`config.mk`:
```
export PLATFORM = sky130hd
export DESIGN_NAME = fps_ctrl
export DESIGN_NICKNAME = d
export VERILOG_FILES = /design/src/rtl/core/fps_pkg.sv /design/src/rtl/core/fps_ctrl.sv
export SDC_FILE = /design/constraint.sdc
export NUM_CORES = 1
export LEC_CHECK = 0
export BUFFER_PORTS_ARGS = -buffer_cell sky130_fd_sc_hd__buf_2
export CORE_AREA = 3 3 40 42
export CTS_CLUSTER_SIZE = 14
export DETAILED_ROUTE_END_ITERATION = 10
export DIE_AREA = 0 0 43 45
export SLEW_MARGIN = 0
export SYNTH_ARGS = -nofsm -noshare
export SYNTH_HDL_FRONTEND = slang
export SYNTH_SLANG_ARGS = --single-unit
```
`constraint.sdc`:
```
create_clock -name aclk -period 1.4 [get_ports aclk]
set_input_delay 0.14 -clock aclk [delete_from_list [all_inputs] [get_ports aclk]]
set_output_delay 0.14 -clock aclk [all_outputs]
set_load 0.05 [all_outputs]
```
`src/rtl/core/fps_pkg.sv`:
```
// ----------------------------------------------------------------------------
// fps_pkg
// Shared types and constants of the binary indexed prefix-sum tree: payload
// structs, command codes and the controller/datapath interface structs.
// ----------------------------------------------------------------------------
package fps_pkg;

    // field widths
    localparam int CMD_W  = 2;
    localparam int POS_W  = 10;
    localparam int CNT_W  = 11;
    localparam int DATA_W = 64;
    // one-based walk index, wide enough for the step past the last node
    localparam int KIDX_W = 12;

    // command codes
    localparam logic [CMD_W-1:0] CMD_UPDATE = 2'd0;
    localparam logic [CMD_W-1:0] CMD_PREFIX = 2'd1;
    localparam logic [CMD_W-1:0] CMD_RANGE  = 2'd2;

    // walk index load selects
    localparam logic [1:0] KSEL_POS_PLUS1 = 2'd0;
    localparam logic [1:0] KSEL_RANGE_END = 2'd1;
    localparam logic [1:0] KSEL_POS       = 2'd2;

    typedef struct packed {
        logic [CMD_W-1:0]  command;
        logic [POS_W-1:0]  position;
        logic [DATA_W-1:0] delta;
        logic [CNT_W-1:0]  span_length;
    } fps_in_t;

    typedef struct packed {
        logic [DATA_W-1:0] sum_value;
        logic              status;
    } fps_out_t;

    // controller to datapath
    typedef struct packed {
        logic       load_item;
        logic       clr_acc;
        logic       load_k;
        logic [1:0] k_sel;
        logic       walk;
        logic       up;
        logic       sub;
        logic       clr_wr;
        logic       load_out;
    } fps_ctrl_t;

    // datapath to controller
    typedef struct packed {
        logic             err;
        logic [CMD_W-1:0] command;
        logic             span_zero;
        logic             up_end;
        logic             down_end;
        logic             clr_last;
    } fps_stat_t;

endpackage

```
`src/rtl/core/fps_ctrl.sv`:
```
// ----------------------------------------------------------------------------
// fps_ctrl
// Sequencer of the prefix-sum tree: clearing pass after reset, command
// dispatch, upward and downward tree walks, and the result handshake.
// ----------------------------------------------------------------------------
module fps_ctrl (
    input  logic              aclk,
    input  logic              aresetn,
    input  logic              s_valid,
    output logic              s_ready,
    output logic              m_valid,
    input  logic              m_ready,
    input  fps_pkg::fps_stat_t stat,
    output fps_pkg::fps_ctrl_t ctrl
);
    import fps_pkg::*;

    localparam logic [2:0] ST_CLEAR    = 3'd0;
    localparam logic [2:0] ST_IDLE     = 3'd1;
    localparam logic [2:0] ST_START    = 3'd2;
    localparam logic [2:0] ST_UP       = 3'd3;
    localparam logic [2:0] ST_DOWN_ADD = 3'd4;
    localparam logic [2:0] ST_DOWN_SUB = 3'd5;
    localparam logic [2:0] ST_DONE     = 3'd6;

    logic [2:0] state_reg, state_next;
    logic       out_valid_reg, out_valid_next;

    // next state and commands
    always_comb begin
        state_next = state_reg;
        ctrl       = '0;
        s_ready    = 1'b0;
        unique case (state_reg)
            ST_CLEAR: begin
                ctrl.clr_wr = 1'b1;
                if (stat.clr_last) begin
                    state_next = ST_IDLE;
                end
            end
            ST_IDLE: begin
                s_ready        = 1'b1;
                ctrl.load_item = s_valid;
                if (s_valid) begin
                    state_next = ST_START;
                end
            end
            ST_START: begin
                ctrl.clr_acc = 1'b1;
                if (stat.err) begin
                    state_next = ST_DONE;
                end else if (stat.command == CMD_UPDATE) begin
                    ctrl.load_k = 1'b1;
                    ctrl.k_sel  = KSEL_POS_PLUS1;
                    state_next  = ST_UP;
                end else if (stat.command == CMD_PREFIX) begin
                    ctrl.load_k = 1'b1;
                    ctrl.k_sel  = KSEL_POS_PLUS1;
                    state_next  = ST_DOWN_ADD;
                end else if (stat.span_zero) begin
                    state_next = ST_DONE;
                end else begin
                    ctrl.load_k = 1'b1;
                    ctrl.k_sel  = KSEL_RANGE_END;
                    state_next  = ST_DOWN_ADD;
                end
            end
            ST_UP: begin
                ctrl.up = 1'b1;
                if (stat.up_end) begin
                    state_next = ST_DONE;
                end else begin
                    ctrl.walk = 1'b1;
                end
            end
            ST_DOWN_ADD: begin
                if (!stat.down_end) begin
                    ctrl.walk = 1'b1;
                end else if (stat.command == CMD_RANGE) begin
                    ctrl.load_k = 1'b1;
                    ctrl.k_sel  = KSEL_POS;
                    state_next  = ST_DOWN_SUB;
                end else begin
                    state_next = ST_DONE;
                end
            end
            ST_DOWN_SUB: begin
                ctrl.sub = 1'b1;
                if (stat.down_end) begin
                    state_next = ST_DONE;
                end else begin
                    ctrl.walk = 1'b1;
                end
            end
            ST_DONE: begin
                if (!out_valid_reg || m_ready) begin
                    ctrl.load_out = 1'b1;
                    state_next    = ST_IDLE;
                end
            end
            default: begin
                state_next = ST_IDLE;
            end
        endcase
    end

    // result beat valid
    always_comb begin
        out_valid_next = out_valid_reg;
        if (ctrl.load_out) begin
            out_valid_next = 1'b1;
        end else if (m_ready) begin
            out_valid_next = 1'b0;
        end
    end

    always_ff @(posedge aclk) begin
        if (!aresetn) begin
            state_reg     <= ST_CLEAR;
            out_valid_reg <= 1'b0;
        end else begin
            state_reg     <= state_next;
            out_valid_reg <= out_valid_next;
        end
    end

    assign m_valid = out_valid_reg;

    // result register is only overwritten once its beat is gone
    a_load_free: assert property (@(posedge aclk) disable iff (!aresetn)
        ctrl.load_out |-> (!out_valid_reg || m_ready))
        else $error("result overwritten while still waiting");

    // clearing pass runs to its last entry
    a_clear_runs: assert property (@(posedge aclk) disable iff (!aresetn)
        (state_reg == ST_CLEAR && !stat.clr_last) |=> state_reg == ST_CLEAR)
        else $error("clearing pass left early");

    // memory reads only inside a walk
    a_walk_states: assert property (@(posedge aclk) disable iff (!aresetn)
        ctrl.walk |-> (state_reg == ST_UP || state_reg == ST_DOWN_ADD ||
                       state_reg == ST_DOWN_SUB))
        else $error("walk step outside a walk state");

    // an accepted beat starts dispatch
    a_accept_start: assert property (@(posedge aclk) disable iff (!aresetn)
        (s_valid && s_ready) |=> state_reg == ST_START)
        else $error("accepted beat not dispatched");

endmodule

```
==> impl_metrics.prom <==
# TYPE chip_impl_metric gauge
chip_impl_metric{name="power",unit="mW"} 1.62
chip_impl_metric{name="pin_count_of_the_biggest_net_entering_global_routing",unit=""} 8
chip_impl_metric{name="clk_pin_slew",unit="ps"} 40
chip_impl_metric{name="worst_pin_slew",unit="ps"} 429
chip_impl_metric{name="fin_worst_skew",unit="ps"} 7.19
chip_impl_info{name="hold_class",value="in2reg"} 1
chip_impl_metric{name="synth_nets",unit=""} 59
chip_impl_metric{name="clkSinkCount",unit=""} 4
chip_impl_metric{name="grt_use_total",unit="%"} 12.7
chip_impl_metric{name="synth-async-reset-ratio",unit="%"} 0
chip_impl_metric{name="synth.ff_latch_count",unit=""} 4
chip_impl_metric{name="synthesis.instances",unit=""} 48
chip_impl_metric{name="chipWidth",unit="um"} 43
chip_impl_metric{name="first_pass_grt_wire_length",unit="um"} 1820
chip_impl_metric{name="multi_input_area",unit="um2"} 332
chip_impl_metric{name="required",unit="ps"} 1260
chip_impl_metric{name="postRouteAntennaNets",unit=""} 0
chip_impl_metric{name="detailedPlace.worstSlack",unit="ps"} -34.8
chip_impl_info{name="crit_path_cell_trace",value="nand2b_4 > or3_4 > nor3b_4 > buf_6"} 1
chip_impl_info{name="worstSetupStartpointType",value="flop"} 1
chip_impl_metric{name="grt_pass1_vias",unit=""} 450
chip_impl_metric{name="start_util",unit="%"} 29.8
chip_impl_metric{name="worst_hold_slack",unit="ps"} 172
chip_impl_metric{name="vias_per_cell",unit=""} 4.83
chip_impl_metric{name="pwr_dens",unit="nW/um2"} 2200
chip_impl_info{name="outcome",value="finished, violations left"} 1
chip_impl_metric{name="max_fclk",unit="MHz"} 634
chip_impl_info{name="synth_top_flop_cell",value="dfxtp_1"} 1
chip_impl_info{name="tritoncts_clock_tree",value="done"} 1
chip_impl_metric{name="number_of_nets_in_the_layout",unit=""} 93
chip_impl_metric{name="core_ar",unit="um2"} 1280
chip_impl_info{name="crit_slowest_cell",value="or3_4"} 1
chip_impl_metric{name="number_of_diodes",unit=""} 0
chip_impl_metric{name="grt_antenna_before_repair",unit=""} 0
chip_impl_metric{name="detailed_route_wire_length",unit="um"} 1180
chip_impl_metric{name="ff_latch_area",unit="um2"} 88.8
chip_impl_metric{name="grt_util_met2",unit="%"} 21.6
chip_impl_metric{name="post-route-period-util",unit="%"} 113
chip_impl_metric{name="slew-limit-headroom",unit="%"} 71.1
chip_impl_metric{name="dpl.hpwl",unit="um"} 888
chip_impl_metric{name="wl_per_cell",unit="um"} 12.3
chip_impl_metric{name="grt-ovfl-total",unit=""} 0
chip_impl_info{name="setup.worst_path.class",value="reg2out"} 1
chip_impl_metric{name="cts_max_level",unit=""} 1
chip_impl_metric{name="drt_iter0_markers",unit=""} 0
chip_impl_metric{name="die-area",unit="um2"} 1940
chip_impl_metric{name="ioPinCount",unit=""} 23
chip_impl_metric{name="arrival",unit="ps"} 1440
chip_impl_metric{name="setup_violations_final",unit=""} 4
chip_impl_metric{name="cts-root-to-sink-buffers",unit=""} 2
chip_impl_metric{name="layout.core_utilization",unit="%"} 57.1
chip_impl_metric{name="met3_usage",unit="%"} 3.19
chip_impl_metric{name="yosysUniqueCellTypes",unit=""} 28
chip_impl_metric{name="grt_util_met1",unit="%"} 14.7
chip_impl_metric{name="filler_cell_count",unit=""} 120
chip_impl_metric{name="syn2layout_area_growth",unit="%"} 91.5
chip_impl_metric{name="route.detailed.drc",unit=""} 0
chip_impl_info{name="cts.root.buffer_cell",value="clkbuf_4"} 1
chip_impl_metric{name="number_of_synthesized_flops_with_an_enable_pin",unit=""} 0
chip_impl_metric{name="clk_latency",unit="ps"} 240
chip_impl_metric{name="gp_routability_congestion",unit=""} 0.746
chip_impl_metric{name="syn_area",unit="um2"} 383
chip_impl_metric{name="crit_fanout",unit=""} 2
chip_impl_metric{name="setup_tns",unit="ps"} -484
chip_impl_info{name="violations",value="negative setup slack"} 1
chip_impl_metric{name="drt_first_pass_iters",unit=""} 1
chip_impl_metric{name="numPortBuffers",unit=""} 22
chip_impl_metric{name="cts-buffers-inserted",unit=""} 3
chip_impl_metric{name="drive_gt1_share",unit="%"} 59.3
chip_impl_metric{name="largest_register_ff_count",unit=""} 3
chip_impl_info{name="busiest_layer",value="met2"} 1
chip_impl_metric{name="post-route-min-period",unit="ps"} 1580
chip_impl_info{name="timing.critical_path.to_type",value="primary output"} 1
chip_impl_metric{name="core.rowCount",unit=""} 13
chip_impl_info{name="setup_repair_after_global_routing_missed_its_margin",value="yes"} 1
chip_impl_metric{name="ir_worst_vdd",unit="mV"} 1.30
chip_impl_metric{name="report.final.hold_viol_count",unit=""} 0
chip_impl_metric{name="fp.dieH",unit="um"} 45
chip_impl_metric{name="synthesis.area_per_instance",unit="um2"} 7.98
chip_impl_metric{name="synth-warning-count",unit=""} 0
chip_impl_metric{name="drv_cap",unit=""} 0
chip_impl_metric{name="synth-seq-area-share",unit="%"} 20.9
chip_impl_metric{name="finalMaxSlewViolations",unit=""} 0
chip_impl_metric{name="routed-via-count",unit=""} 464
chip_impl_metric{name="layout_setup_ws",unit="ps"} -176
chip_impl_metric{name="critPathMaxStageDelay",unit="ps"} 360
chip_impl_metric{name="p_leak",unit="nW"} 0.328
-- power by group --
part / switching (mW) / internal [mW]
registers: 0.0496 / 0.175
logic: 0.702 / 0.535
clock network: 0.0480 / 0.107
total: 0.799 / 0.817
-- stage by stage --
stage	cell area (um2)	cells
finish	733	96
global placement	597	89
floorplan	442	48
global route	733	96
CTS	672	93
detailed placement	597	89
-- synthesized netlist by cell type, types with 2 or more instances --
cell	instances	area, um2
nand2b_1	3	18.8
nor4_1	4	25.0
buf_4	2	15.0
nor2_1	6	22.5
o21a_1	2	15.0
dfxtp_1	4	80.1
nand2_1	2	7.51
inv_1	4	15.0
mux2i_1	2	20.0
-- critical path, delay by kind of cell, from the launching register on --
family	cells	cell delay, ps
and+or+nand+nor	3	680
DFF	1	330
buffers and inverters	1	180
-- path summary, 6_finish.rpt --
path	from	endpoint	depth (start not counted)	slack, ps
hold / removal	aresetn	state_reg[2]	2	170
setup / recovery	state_reg[2]	ctrl[5]	4	-180
hold reg to reg	m_valid	m_valid	2	530
setup reg to reg	state_reg[2]	state_reg[0]	6	30
-- layer usage --
metal	part of all wire, %	vias to the layer above
li1	-	240
met1	40	215
met2	55	7
met3	3.7	2
met4	0.51	0
met5	0	-
-- cell families after synthesis --
kind of cell | synth area share, %
compound gates | 28.4
buf+inv | 10.8
flops | 20.9
mux | 5.23
simple gates | 34.6
-- final cells by class --
| type | count | share of cell area [%] |
|---|---|---|
| Inverter | 4 | 2.05 |
| Timing Repair Buffer | 32 | 34.5 |
| Clock buffer | 4 | 3.58 |
| Sequential cell | 4 | 12.1 |
| Multi-Input combinational cell | 37 | 45.2 |
| Tap cell | 15 | 2.56 |
-- repair_timing --
item / CTS / global route
gates resized for setup: 16 / 12
buffers inserted: 0 / 3
hold buffers: 0 / 0
pin swaps: 1 / 2
setup endpoints to repair: 9 / 11
-- cells in the final DEF (no fill, tap or decap), types with 3 or more instances in the layout --
master,instances
buf_2,13
buf_6,10
buf_4,7
nor2_1,5
inv_1,4
clkbuf_4,4
nor4_1,3
No activity file was read; power rests on OpenSTA's default activity.
